[config.mk]
export PLATFORM = sky130hd
export DESIGN_NAME = http_request_head_parser_top
export DESIGN_NICKNAME = d
export VERILOG_FILES = /design/src/rtl/core/hrhp_pkg.sv /design/src/rtl/core/hrhp_step.sv /design/src/rtl/core/http_request_head_parser_top.sv
export SDC_FILE = /design/constraint.sdc
export NUM_CORES = 1
export LEC_CHECK = 0
export BUFFER_PORTS_ARGS = -buffer_cell sky130_fd_sc_hd__buf_2
export CORE_MARGIN = 2
export CORE_UTILIZATION = 40
export CTS_BUF_LIST = sky130_fd_sc_hd__clkbuf_8 sky130_fd_sc_hd__clkbuf_16
export DETAILED_ROUTE_END_ITERATION = 10
export RECOVER_POWER = 25
export SLEW_MARGIN = 0
export SYNTH_ARGS = -nofsm -noshare
export SYNTH_HDL_FRONTEND = slang
export SYNTH_HIERARCHICAL = 1
export SYNTH_SLANG_ARGS = --single-unit
[constraint.sdc]
create_clock -name clk -period 2.6 [get_ports clk]
set_clock_uncertainty 0.15 [all_clocks]
set_input_delay 0.26 -clock clk [delete_from_list [all_inputs] [get_ports clk]]
set_output_delay 0.26 -clock clk [all_outputs]
set_load 0.005 [all_outputs]
[src/rtl/core/hrhp_pkg.sv]
package hrhp_pkg;

    localparam int unsigned CountWidth = 5;

    typedef logic [7:0] byte_t;
    typedef logic [CountWidth-1:0] count_t;

    typedef enum logic [3:0] {
        PH_METHOD   = 4'd0,
        PH_PATH     = 4'd1,
        PH_SKIPLINE = 4'd2,
        PH_LINE     = 4'd3,
        PH_NAME     = 4'd4,
        PH_SKIPONE  = 4'd5,
        PH_VALUE    = 4'd6,
        PH_SKIPLF   = 4'd7,
        PH_DONE     = 4'd8
    } phase_t;

    typedef logic [2:0] kind_t;

    localparam kind_t KIND_METHOD = 3'd0;
    localparam kind_t KIND_PATH   = 3'd1;
    localparam kind_t KIND_NAME   = 3'd2;
    localparam kind_t KIND_VALUE  = 3'd3;
    localparam kind_t KIND_END    = 3'd4;

    localparam byte_t CHAR_NUL   = 8'h00;
    localparam byte_t CHAR_SPACE = 8'h20;
    localparam byte_t CHAR_COLON = 8'h3a;
    localparam byte_t CHAR_CR    = 8'h0d;
    localparam byte_t CHAR_LF    = 8'h0a;
    localparam byte_t CHAR_UC_A  = 8'h41;
    localparam byte_t CHAR_UC_Z  = 8'h5a;
    localparam byte_t CASE_DELTA = 8'h20;

    typedef struct packed {
        phase_t phase;
        count_t counter;
        logic   overflow;
    } parse_state_t;

    typedef struct packed {
        logic   valid;
        kind_t  kind;
        byte_t  data;
        logic   byte_valid;
        logic   field_end;
        count_t index;
        logic   dropped;
    } parse_result_t;

    function automatic byte_t to_lower(input byte_t c);
        byte_t r;
        r = c;
        if (c >= CHAR_UC_A && c <= CHAR_UC_Z)
        begin
            r = c + CASE_DELTA;
        end
        return r;
    endfunction

endpackage

[src/rtl/core/hrhp_step.sv]
module hrhp_step #(
    parameter int unsigned MAX_HEADERS = 20
) (
    input  hrhp_pkg::parse_state_t  state,
    input  hrhp_pkg::byte_t         data_byte,
    input  logic                    first_byte,
    output hrhp_pkg::parse_state_t  state_next,
    output hrhp_pkg::parse_result_t result
);
    import hrhp_pkg::*;

    localparam count_t MaxHdr = count_t'(MAX_HEADERS);

    parse_state_t eff;
    logic         kept;

    function automatic parse_result_t emit(input kind_t k, input byte_t b,
                                           input logic v, input logic e);
        parse_result_t r;
        r            = '0;
        r.valid      = 1'b1;
        r.kind       = k;
        r.data       = v ? b : CHAR_NUL;
        r.byte_valid = v;
        r.field_end  = e;
        return r;
    endfunction

    always_comb
    begin
        if (first_byte)
        begin
            eff.phase    = PH_METHOD;
            eff.counter  = '0;
            eff.overflow = 1'b0;
        end
        else
        begin
            eff = state;
        end
        kept       = eff.counter < MaxHdr;
        state_next = eff;
        result     = '0;

        if (eff.phase == PH_DONE)
        begin
            state_next.phase = PH_DONE;
        end
        else if (data_byte == CHAR_NUL)
        begin
            state_next.phase = PH_DONE;
            result = emit(KIND_END, CHAR_NUL, 1'b0, 1'b1);
        end
        else
        begin
            unique case (eff.phase)
                PH_METHOD:
                begin
                    if (data_byte == CHAR_SPACE)
                    begin
                        state_next.phase = PH_PATH;
                        result = emit(KIND_METHOD, CHAR_NUL, 1'b0, 1'b1);
                    end
                    else
                    begin
                        result = emit(KIND_METHOD, data_byte, 1'b1, 1'b0);
                    end
                end
                PH_PATH:
                begin
                    if (data_byte == CHAR_SPACE)
                    begin
                        state_next.phase = PH_SKIPLINE;
                        result = emit(KIND_PATH, CHAR_NUL, 1'b0, 1'b1);
                    end
                    else
                    begin
                        result = emit(KIND_PATH, data_byte, 1'b1, 1'b0);
                    end
                end
                PH_SKIPLINE:
                begin
                    if (data_byte == CHAR_LF)
                    begin
                        state_next.phase = PH_LINE;
                    end
                end
                PH_LINE, PH_NAME:
                begin
                    if (eff.phase == PH_LINE && data_byte == CHAR_CR)
                    begin
                        state_next.phase = PH_DONE;
                        result = emit(KIND_END, CHAR_NUL, 1'b0, 1'b1);
                    end
                    else
                    begin
                        if (eff.phase == PH_LINE && !kept)
                        begin
                            state_next.overflow = 1'b1;
                        end
                        if (data_byte == CHAR_COLON)
                        begin
                            state_next.phase = PH_SKIPONE;
                            if (kept)
                            begin
                                result = emit(KIND_NAME, CHAR_NUL, 1'b0, 1'b1);
                            end
                        end
                        else
                        begin
                            state_next.phase = PH_NAME;
                            if (kept)
                            begin
                                result = emit(KIND_NAME, to_lower(data_byte), 1'b1, 1'b0);
                            end
                        end
                    end
                end
                PH_SKIPONE:
                begin
                    state_next.phase = PH_VALUE;
                end
                PH_VALUE:
                begin
                    if (data_byte == CHAR_CR)
                    begin
                        state_next.phase = PH_SKIPLF;
                        if (kept)
                        begin
                            result = emit(KIND_VALUE, CHAR_NUL, 1'b0, 1'b1);
                            state_next.counter = eff.counter + count_t'(1);
                        end
                    end
                    else if (kept)
                    begin
                        result = emit(KIND_VALUE, data_byte, 1'b1, 1'b0);
                    end
                end
                PH_SKIPLF:
                begin
                    state_next.phase = PH_LINE;
                end
                default:
                begin
                    state_next.phase = PH_DONE;
                end
            endcase
        end

        result.index   = eff.counter;
        result.dropped = state_next.overflow;
    end

endmodule

[src/rtl/core/http_request_head_parser_top.sv]
// HTTP request head parser. One byte of request text is taken per beat and at most one
// tagged result beat comes out for it: method, path, header name (lower-cased), header
// value, or a single end-of-head beat carrying the header count. A new byte is accepted
// every clock while the output side keeps up; each byte passes through the input register,
// then the result register. The rate of one byte per cycle rests on the parse state
// update: state_next is formed combinationally from state_reg and the held byte. At most
// MAX_HEADERS headers are reported; later ones are dropped and headers_dropped is set.
// A byte with first_byte set restarts the parser before that byte is taken.
module http_request_head_parser_top #(
    parameter int unsigned MAX_HEADERS = 20
) (
    input  logic             clk,
    input  logic             rst_n,
    input  logic             in_valid,
    output logic             in_stall,
    input  hrhp_pkg::byte_t  data_byte,
    input  logic             first_byte,
    output logic             out_valid,
    input  logic             out_stall,
    output hrhp_pkg::kind_t  field_kind,
    output hrhp_pkg::byte_t  out_byte,
    output logic             byte_valid,
    output logic             field_end,
    output hrhp_pkg::count_t header_index,
    output logic             headers_dropped
);
    import hrhp_pkg::*;

    logic          in_valid_reg;
    byte_t         data_reg;
    logic          first_reg;
    parse_state_t  state_reg;
    parse_state_t  state_next;
    parse_result_t result;
    parse_result_t out_reg;
    logic          advance;

    assign advance  = !out_reg.valid || !out_stall;
    assign in_stall = in_valid_reg && !advance;

    hrhp_step #(
        .MAX_HEADERS(MAX_HEADERS)
    ) u_step (
        .state      (state_reg),
        .data_byte  (data_reg),
        .first_byte (first_reg),
        .state_next (state_next),
        .result     (result)
    );

    always_ff @(posedge clk or negedge rst_n)
    begin
        if (!rst_n)
        begin
            in_valid_reg       <= 1'b0;
            state_reg.phase    <= PH_METHOD;
            state_reg.counter  <= '0;
            state_reg.overflow <= 1'b0;
            out_reg            <= '0;
        end
        else
        begin
            if (!in_stall)
            begin
                in_valid_reg <= in_valid;
            end
            if (advance)
            begin
                out_reg.valid <= in_valid_reg && result.valid;
                if (in_valid_reg)
                begin
                    state_reg <= state_next;
                    if (result.valid)
                    begin
                        out_reg.kind       <= result.kind;
                        out_reg.data       <= result.data;
                        out_reg.byte_valid <= result.byte_valid;
                        out_reg.field_end  <= result.field_end;
                        out_reg.index      <= result.index;
                        out_reg.dropped    <= result.dropped;
                    end
                end
            end
        end
    end

    always_ff @(posedge clk)
    begin
        if (!in_stall && in_valid)
        begin
            data_reg  <= data_byte;
            first_reg <= first_byte;
        end
    end

    assign out_valid       = out_reg.valid;
    assign field_kind      = out_reg.kind;
    assign out_byte        = out_reg.data;
    assign byte_valid      = out_reg.byte_valid;
    assign field_end       = out_reg.field_end;
    assign header_index    = out_reg.index;
    assign headers_dropped = out_reg.dropped;

endmodule

# == Word level (Yosys, flattened, before mapping) ==
# Index checks and enable logic that the tools add are counted.
# classes
muxes,30
addsub,2
n_reduce_logical,17
n_eq_ne,12
magnitude_cmp,3
# ops
cell,n
two-way mux 20 bit,9
one-hot mux 20 bit (4 select lines),1
two-way mux 16 bit,2
one-hot mux 4 bit (7 select lines),1
two-way mux 4 bit,6
"equality test 4 x 3 -> 1 bit, second input constant",4
"equality test 8 x 4 -> 1 bit, second input constant",2
"equality test 8 x 6 -> 1 bit, second input constant",2
two-way mux 6 bit,2
two-way mux 10 bit,1
two-way mux 5 bit,2
two-way mux 9 bit,1
"adder 8 x 6 -> 8 bit, second input constant",1
"equality test 4 x 2 -> 1 bit, second input constant",2
"greater-or-equal comparator 8 x 7 -> 1 bit, second input constant",1
"<= comparator 8 x 7 -> 1 bit, second input constant",1
logical NOT 8 bit,1
two-way mux 8 bit,1
logical AND 1 bit,6
"adder 5 x 1 -> 5 bit, second input constant",1
logical NOT 1 bit,5
"< comparator 5 bit, second input constant",1
"equality test 4 x 1 -> 1 bit, second input constant",1
"equality test 4 bit, second input constant",1
6 further kinds,9
# word_totals
in_bits,13
out_inout_bits,21
regBits,40

# == Logic depth before layout (Yosys ltp) ==
# Gate-level depths: netlist of run 1.
# logic_depth
depth_word,10
depth_mapped,9
mapped_depth_nobuf,8

# == Hierarchy ==
# Netlist of run 1, hierarchy kept.
# modules_own_cells
mod,seq_area_each_um2,cells_each,instances,area_each_um2
http_request_head_parser_top,1046.0,80,1,1501.4
hrhp_step,0.0,112,1,724.4

# == Worst setup path before layout of run 1 ==
# Ideal clock, no wire load.
# synth_path
path_kind,reg2reg
start,register data_reg[4]
end,"register out_reg, in the netlist header_index[0]"
setup_slack_ns,-0.002
synth_period_minus_slack_ns,2.602
t_required_ns,2.325
n_path_buf,1
t_arrival_ns,2.327
path_stages_with_launch,9
cell_sequence,edfxtp_1 > or4_4 > nor2_1 > nor2_1 > o21ai_0 > nand2_2 > a21oi_4 > buf_12 > mux2_4
# synth_lines
item,line,source
"start, declared",http_request_head_parser_top.sv:30,byte_t data_reg;
"start signal, assigned",http_request_head_parser_top.sv:91,data_reg <= data_byte;
"end, declared",http_request_head_parser_top.sv:35,parse_result_t out_reg;

==> impl_metrics.py, run 1 <==
metrics = {
    "yosys": {
        "synth_compound_area_frac": 0.1091,
        "synth_most_common_cell": "dfrtp_1",
        "synthAdderAreaFrac": 0.01124,
        "syn_inst": 192,
        "synth_top_area_share": 0.3485,
        "syn-num-nets": 207,
        "synth_ff_type": "dfrtp_1",
        "synth-async-reset-ratio": 0.7750,
        "synth_edf_count": 9,
        "ys_seq_area_frac": 0.4699,
        "avgSynthCellArea_um2": 11.59,
        "synth_top_family_by_area": "simple AND/OR/NAND/NOR gates",
        "synth.distinct_cells": 56,
        "synth.mux.area_fraction": 0.1686,
        "ys_warn_count": 6,
        "synth_simple_gate_area_share": 0.1996,
        "ys_ff_latch": 40,
        "synth.largest_area_cell": "dfrtp_1",
        "synthTopCellsByCount": "31 x dfrtp_1, 19 x mux2_2, 17 x nor2_1",
        "synth.cell_area_um2": 2226,
        "synthTopCellsByArea": "dfrtp_1 35%, edfxtp_1 12%, mux2_2 9.6%",
        "synth_xor_area_frac": 0.01180,
    },
    "finish": {
        "diodes": 0,
        "largest_register_ff_count": 10,
        "nets": 267,
        "post-route-util": 0.5132,
        "num-fill-cells": 503,
        "multi_input_area_um2": 1127,
        "drive_above_1_share": 0.3874,
        "area_growth_pct": 25.41,
        "seq_area_um2": 1046,
    },
    "floorplan": {
        "rows": 27,
        "chipHeight_um": 78.60,
        "coreArea_um2": 5439,
        "fp.dieW_um": 78.60,
        "die_area_um2": 6177,
        "start_util": 0.4092,
        "io_pins": 34,
    },
    "placed_design": {
        "detailed_place_hpwl_um": 3434,
        "gp_congestion": 0.8916,
        "place_ws_ps": 22.09,
        "port_buffers": 33,
    },
    "grt": {
        "grt_max_degree": 32,
        "gr-total-overflow": 0,
        "grt_usage": 0.1679,
        "grt_pass1_wl_um": 8107,
        "antenna_found_initial": 0,
        "grt_pass1_vias": 1689,
    },
    "power": {
        "swShare": 0.2423,
        "peakVddDrop_mv": 0.2975,
        "power_frac_comb": 0.159,
        "leakagePower_uw": 0.001248,
        "clkPwrFrac": 0.312,
        "intPower_uw": 1015,
        "sequentialPowerShare": 0.529,
        "p_switching_uw": 324.4,
        "p_per_area_nw_per_um2": 479.6,
    },
    "timing": {
        "tightestPinTransition_ps": 703.8,
        "fmax_mhz": 389.9,
        "layout_min_cycle_time_ps": 2565,
        "finalHoldViolations": 0,
        "finalCritPeriodShare": 0.9865,
        "fin_setup_tns_ps": 0,
        "setup_violations": 0,
        "final_max_slew_viol_count": 0,
        "hold_ws_ps": 25.45,
        "relSlewSlack": 0.5280,
        "fin_ws_ps": 34.98,
    },
    "cts": {
        "insertion_delay_ps": 290,
        "numCtsBuffers": 5,
        "clk_pin_slew_ps": 80,
        "ctsHtreeMaxLevel": 2,
        "cts.path.max_buffers": 2,
        "cts-root-buf": "clkbuf_8",
        "clock_sinks": 40,
        "cts_tree": "done",
    },
    "critical_path": {
        "critPathCaptureType": "flop",
        "crit_fanout": 5,
        "reg2reg_slack_ps": 30,
        "cp.required_ps": 2620,
        "path_class": "reg -> reg",
        "startpoint_type": "flop",
        "worstPathArrival_ps": 2580,
    },
    "route": {
        "vias_per_cell": 5.283,
        "drc": 0,
        "num_vias": 1717,
        "drtIter0Drc": 76,
        "postRouteAntennaNets": 0,
        "dr_wl_met3_um": 245,
        "wl_met2_um": 2375,
        "routedWlPerCell_um": 15.04,
        "highest_layer": "met4",
        "drt_pass1_iterations": 4,
        "wirelength_um": 4888,
        "wl_met1_um": 2229,
    },
    "job": {
        "max_cap_viol_count": 0,
    },
    "status": {
        "status": "finished, final reports clean",
    },
    "worst_hold_path": {
        "hold_class": "in -> reg",
    },
}
## logic make-up after synthesis
| group | Yosys count |
|---|---|
| muxes | 30 |
| DFF | 40 |
| adders and majority gates | 2 |
| AOI/OAI and AO/OA | 33 |
| and+or+nand+nor | 74 |
| xor gates and xnor gates | 3 |
| buffers and inverters | 10 |
## what timing repair did
action                     in CTS  in global routing
hold buffers                   10                  0
pin swaps                       0                  3
cloned                          0                  1
buffers inserted                0                  2
setup endpoints to repair       1                 11
resized for setup               1                  3
hold endpoints to repair       40                  0
## worst max-delay path, stage by stage (launching register included)
cell,delay [ps]
edfxtp_1,390
or4_4,610
buf_4,170
o21ai_2,200
a211oi_1,200
a211oi_1,360
nor2_1,90
mux2_2,270
## per-stage QoR
| step | std cells | power [uW] | cell area (um2) |
|---|---|---|---|
| floorplan | 192 | 834.2 | 2231 |
| global placement | 304 | 911.0 | 2552 |
| detailed placement | 304 | 912.2 | 2552 |
| CTS | 322 | 1351 | 2746 |
| global route | 325 | 1402 | 2791 |
| finish | 325 | 1339 | 2791 |
## path summary, 6_finish.rpt
kind / to / startpoint / cells past startpoint
worst min register to register: out_byte[1] / out_byte[1] / 1
worst max-delay path: byte_valid / data_reg[7] / 7
worst max register to register: byte_valid / data_reg[7] / 7
worst min-delay path: in_valid_reg / in_valid / 2
max in group asynchronous: state_reg[8] / rst_n / 2
min in group asynchronous: out_byte[6] / rst_n / 2
## layout by cell type, fill, tap and decap left out, drive strengths merged, types with 3 or more instances in the layout
master and count:
buf 44, dfrtp 31, mux2 30, nor2 17
clkbuf 13, nand2 12, dlygate4sd3 10, edfxtp 9
and2 7, o21ai 7, nor2b 6, a211oi 6
a21oi 6, nand2b 5, nor4 5, nand3 4
nor3 4, inv 3, or2 3
## routing by layer
layer  GRT usage  vias up
met5           0        -
met4     0.05789        0
met3     0.03333        2
met2      0.2701       60
met1      0.2263      829
li1            -      826
## power by group through the flow
stage | Combinational (uW) | Sequential (uW) | Clock, uW
detailed placement | 192 | 720 | 0
global placement | 190 | 721 | 0
finish | 212 | 708 | 418
floorplan | 113 | 721 | 0
global route | 232 | 714 | 455
CTS | 203 | 708 | 440
## layout make-up
type,instances,share of cell area
clock buffers,6,0.02958
flip-flops and latches,40,0.3747
repair buffers,61,0.1528
well taps,72,0.03227
multi-input cells,142,0.4039
inverters,2,0.002689
clock inverters,2,0.004034
(Power assumes the default switching activity.)
==> run 2: changes to the inputs <==
--- a/config.mk
+++ b/config.mk
@@ -6,10 +6,13 @@
 export NUM_CORES = 1
 export LEC_CHECK = 0
 export BUFFER_PORTS_ARGS = -buffer_cell sky130_fd_sc_hd__buf_2
+export CELL_PAD_IN_SITES_DETAIL_PLACEMENT = 1
+export CELL_PAD_IN_SITES_GLOBAL_PLACEMENT = 1
 export CORE_MARGIN = 2
 export CORE_UTILIZATION = 40
 export CTS_BUF_LIST = sky130_fd_sc_hd__clkbuf_8 sky130_fd_sc_hd__clkbuf_16
 export DETAILED_ROUTE_END_ITERATION = 10
+export PLACE_DENSITY_LB_ADDON = 0.1
 export RECOVER_POWER = 25
 export SLEW_MARGIN = 0
 export SYNTH_ARGS = -nofsm -noshare
==> impl_metrics.py, run 2 (synthesis gave the netlist of run 1 again) <==
metrics = {
    "worst_hold_path": {
        "hold_class": "in -> reg",
        "holdPathStages": 2,
        "holdPathEnd": "in_valid_reg",
        "hold_start": "in_valid",
    },
    "finish": {
        "drive_above_1_share": 0.4324,
        "largest_register_ff_count": 10,
        "fin_cells": 331,
        "nets": 273,
        "finalInstanceArea_um2": 2927,
        "post-route-util": 0.5381,
        "diodes": 0,
        "num-fill-cells": 592,
        "final_cell_mix": "31 x dfrtp_1, 31 x buf_2, 19 x buf_4",
        "area_growth_pct": 31.48,
    },
    "route": {
        "routedWlPerCell_um": 19.16,
        "drt_pass1_iterations": 4,
        "wirelength_um": 6343,
        "num_vias": 1820,
        "drc": 0,
        "drtIter0Drc": 74,
        "vias_per_cell": 5.498,
        "postRouteAntennaNets": 0,
    },
    "timing": {
        "tightestPinTransition_ps": 1786,
        "finalHoldViolations": 0,
        "fin_setup_tns_ps": 0,
        "final_max_slew_viol_count": 32,
        "layout_min_cycle_time_ps": 2565,
        "fmax_mhz": 389.9,
        "relSlewSlack": -0.1908,
        "setup_violations": 0,
        "finalCritPeriodShare": 0.9866,
    },
    "cts": {
        "clock_sinks": 40,
        "insertion_delay_ps": 300,
        "cts-root-buf": "clkbuf_8",
        "ctsHtreeMaxLevel": 2,
        "numCtsBuffers": 5,
        "cts.path.max_buffers": 2,
        "clk_pin_slew_ps": 90,
        "cts_tree": "done",
    },
    "grt": {
        "grt_pass1_wl_um": 9149,
        "grt_usage": 0.1938,
        "grt_pass1_vias": 1810,
        "grt_max_degree": 32,
        "gr-total-overflow": 0,
        "antenna_found_initial": 0,
    },
    "placed_design": {
        "detailed_place_hpwl_um": 4115,
        "port_buffers": 33,
        "place_inst": 304,
        "dpl-instance-area_um2": 2552,
        "gp_congestion": 0.8397,
    },
    "floorplan": {
        "die_area_um2": 6177,
        "fp.dieW_um": 78.60,
        "io_pins": 34,
        "chipHeight_um": 78.60,
        "rows": 27,
        "start_util": 0.4092,
        "coreArea_um2": 5439,
    },
    "power": {
        "peakVddDrop_mv": 0.3542,
        "leakagePower_uw": 0.001329,
        "p_per_area_nw_per_um2": 504.2,
    },
    "critical_path": {
        "r2r-end": "byte_valid",
        "cp.required_ps": 2640,
        "worstPathArrival_ps": 2610,
        "r2r_cells": 7,
        "crit_fanout": 5,
        "path_class": "reg -> reg",
        "reg2reg_slack_ps": 30,
        "critPathCaptureType": "flop",
        "startpoint_type": "flop",
        "r2r-start": "data_reg[5]",
    },
    "job": {
        "max_cap_viol_count": 1,
    },
    "status": {
        "status": "finished with violations",
        "violations": "capacitance limit, slew limit",
    },
}
run 2: how the worst max path moves through the flow:
stage / startpoint / end / slack [ps] / cells past startpoint
floorplan: data_reg[4] / header_index[0] / 50 / 8
global placement: first_reg / out_byte[6] / 140 / 6
detailed placement: data_reg[4] / field_kind[1] / 70 / 8
CTS: data_reg[4] / field_kind[1] / 50 / 8
finish: data_reg[5] / byte_valid / 30 / 7
global route: data_reg[1] / header_index[1] / -10 / 9
run 2: what timing repair did:
item,CTS,global route
gates resized for setup,0,11
hold buffers,10,0
endpoints found under the hold margin,40,0
endpoints found under the setup margin,0,20
buffers inserted,0,6
run 2: cell type report:
| type | count | area [um2] | share of cell area |
|---|---|---|---|
| clock inverter | 1 | 8.758 | 0.002993 |
| timing repair buffer | 67 | 506.7 | 0.1732 |
| tap | 72 | 90.09 | 0.03078 |
| sequential | 40 | 1046 | 0.3574 |
| multi-input combinational | 142 | 1160 | 0.3963 |
| inverter | 2 | 7.507 | 0.002565 |
| clock buffer | 7 | 107.6 | 0.03677 |
run 2: layer usage:
metal | GRT usage | up-vias | share of wire
met5 | 0 | - | 0
met4 | 0.06140 | 0 | 0.014
met3 | 0.04943 | 10 | 0.042
met2 | 0.3316 | 61 | 0.52
met1 | 0.2388 | 908 | 0.43
li1 | - | 841 | -
run 2: metrics by stage:
| step | hold slack [ps] | power, uW | setup WS, ps |
|---|---|---|---|
| global placement | 196.4 | 909.0 | 142.2 |
| detailed placement | 208.9 | 917.4 | 65.37 |
| floorplan | -185.6 | 834.2 | 45.59 |
| CTS | 16.13 | 1447 | 51.51 |
| finish | 27.19 | 1476 | 34.92 |
| global route | 30.64 | 1541 | -14.37 |
run 2: power breakdown:
part           internal [uW]  switching, uW
Combinational            139            105
Sequential               682           29.8
Clock                    276            244
Total                   1100            379
run 2: critical path, stage by stage, from the launching register on:
cell	delay [ps]
edfxtp_1	420
or4_4	610
buf_4	170
o21ai_2	230
a211oi_2	170
a211oi_1	350
nor2_1	90
mux2_2	270
==> run 3: changes to the inputs <==
--- a/config.mk
+++ b/config.mk
@@ -10,7 +10,7 @@
 export CELL_PAD_IN_SITES_GLOBAL_PLACEMENT = 1
 export CORE_MARGIN = 2
 export CORE_UTILIZATION = 40
-export CTS_BUF_LIST = sky130_fd_sc_hd__clkbuf_8 sky130_fd_sc_hd__clkbuf_16
+export CTS_BUF_LIST = sky130_fd_sc_hd__clkbuf_8
 export DETAILED_ROUTE_END_ITERATION = 10
 export PLACE_DENSITY_LB_ADDON = 0.1
 export RECOVER_POWER = 25
==> impl_metrics.py, run 3 (synthesis gave the netlist of run 1 again) <==
metrics = {
    "status": {
        "status": "finished with violations",
        "violations": "capacitance limit, slew limit",
    },
    "floorplan": {
        "rows": 27,
        "chipHeight_um": 78.60,
        "start_util": 0.4092,
        "die_area_um2": 6177,
        "fp.dieW_um": 78.60,
        "coreArea_um2": 5439,
        "io_pins": 34,
    },
    "grt": {
        "antenna_found_initial": 0,
        "grt_pass1_wl_um": 9328,
        "grt_usage": 0.1973,
        "gr-total-overflow": 0,
        "grt_pass1_vias": 1829,
        "grt_max_degree": 32,
    },
    "finish": {
        "area_growth_pct": 31.70,
        "final_cell_mix": "31 x dfrtp_1, 31 x buf_2, 19 x buf_4",
        "fin_cells": 331,
        "largest_register_ff_count": 10,
        "diodes": 0,
        "num-fill-cells": 593,
        "nets": 273,
        "post-route-util": 0.5390,
        "drive_above_1_share": 0.4324,
    },
    "worst_hold_path": {
        "hold_start": "in_valid",
        "holdPathEnd": "in_valid_reg",
        "holdPathStages": 2,
        "hold_class": "in -> reg",
    },
    "route": {
        "num_vias": 1829,
        "drtIter0Drc": 72,
        "postRouteAntennaNets": 0,
        "vias_per_cell": 5.526,
        "routedWlPerCell_um": 18.89,
        "wirelength_um": 6251,
        "drc": 0,
        "drt_pass1_iterations": 4,
    },
    "critical_path": {
        "startpoint_type": "flop",
        "r2r_cells": 7,
        "r2r-start": "data_reg[5]",
        "r2r-end": "out_byte[4]",
        "reg2reg_slack_ps": 70,
        "worstPathArrival_ps": 2570,
        "crit_start": "data_reg[5]",
        "cp.required_ps": 2640,
        "path_class": "reg -> reg",
        "crit_fanout": 6,
        "critPathCaptureType": "flop",
    },
    "timing": {
        "final_max_slew_viol_count": 32,
        "tightestPinTransition_ps": 1728,
        "fin_ws_ps": 70.84,
        "relSlewSlack": -0.1520,
        "fmax_mhz": 395.4,
        "setup_violations": 0,
        "finalHoldViolations": 0,
        "finalCritPeriodShare": 0.9728,
        "layout_min_cycle_time_ps": 2529,
    },
    "placed_design": {
        "place_inst": 304,
        "place_ws_ps": 65.37,
        "gp_congestion": 0.8397,
        "port_buffers": 33,
        "detailed_place_hpwl_um": 4115,
    },
    "power": {
        "power_uw": 1512,
        "leakagePower_uw": 0.001331,
        "peakVddDrop_mv": 0.3554,
        "p_per_area_nw_per_um2": 515.7,
    },
    "cts": {
        "insertion_delay_ps": 300,
        "cts_tree": "done",
        "numCtsBuffers": 5,
        "clock_sinks": 40,
        "ctsHtreeMaxLevel": 2,
        "cts-root-buf": "clkbuf_8",
        "cts.path.max_buffers": 2,
        "clk_pin_slew_ps": 90,
    },
    "job": {
        "max_cap_viol_count": 1,
    },
}
==> run 3: cell types whose count changed in the layout (fill, tap and decap cells not counted) <==
cell       delta
bufinv_16     +1
clkbuf_16     -1
==> run 3: worst max-delay path by stage <==
stage,end,slack (ps),depth (start not counted)
2_1_floorplan,header_index[0],50,8
3_3_place_gp,out_byte[6],140,6
3_5_place_dp,field_kind[1],70,8
4_1_cts,field_kind[1],50,8
5_1_grt,header_index[1],-10,9
6_report,out_byte[4],70,7
==> run 3: where the power goes <==
group          internal [uW]  switching [uW]  leakage, uW  total, uW
combinational            139             104     0.000780        243
clock                    314             242    0.0000614        557
sequential               682            30.0     0.000490        712
total                   1140             376      0.00133       1510
==> run 3: critical path, stage by stage, from the launching register on <==
cell and delay (ps):
edfxtp_1 420, or4_4 610, buf_4 170, o21ai_2 210, a211oi_2 160, o21ba_2 270
and2_1 170, mux2_4 250
==> run 3: final cells by class <==
cell class,instances,area (um2),share of cell area
inverters,2,7.507,0.002561
flip-flops and latches,40,1046,0.3568
repair buffers,67,506.7,0.1729
multi-input cells,142,1160,0.3956
clock inverters,2,38.79,0.01323
clock buffers,6,82.58,0.02817
well taps,72,90.09,0.03073
==> run 3: per-layer routing <==
metal	share of wire	global-route usage	vias to the layer above
met5	0	0	-
met1	0.42	0.2439	917
li1	-	-	840
met2	0.52	0.3342	62
met4	0.014	0.06842	0
met3	0.040	0.04943	10
==> run 3: timing repair <==
action | in CTS | in global routing
gates resized for setup | 0 | 11
endpoints found under the hold margin | 40 | 0
hold buffers | 10 | 0
endpoints found under the setup margin | 0 | 20
buffers inserted | 0 | 6
==> run 3: per-stage QoR <==
step,hold WS (ps),instance area [um2],setup TNS (ps)
6_report,26.77,2932,0
5_1_grt,31.67,2932,-50.22
4_1_cts,17.20,2774,0
3_5_place_dp,208.9,2552,0
3_3_place_gp,196.4,2552,0
2_1_floorplan,-185.6,2231,0
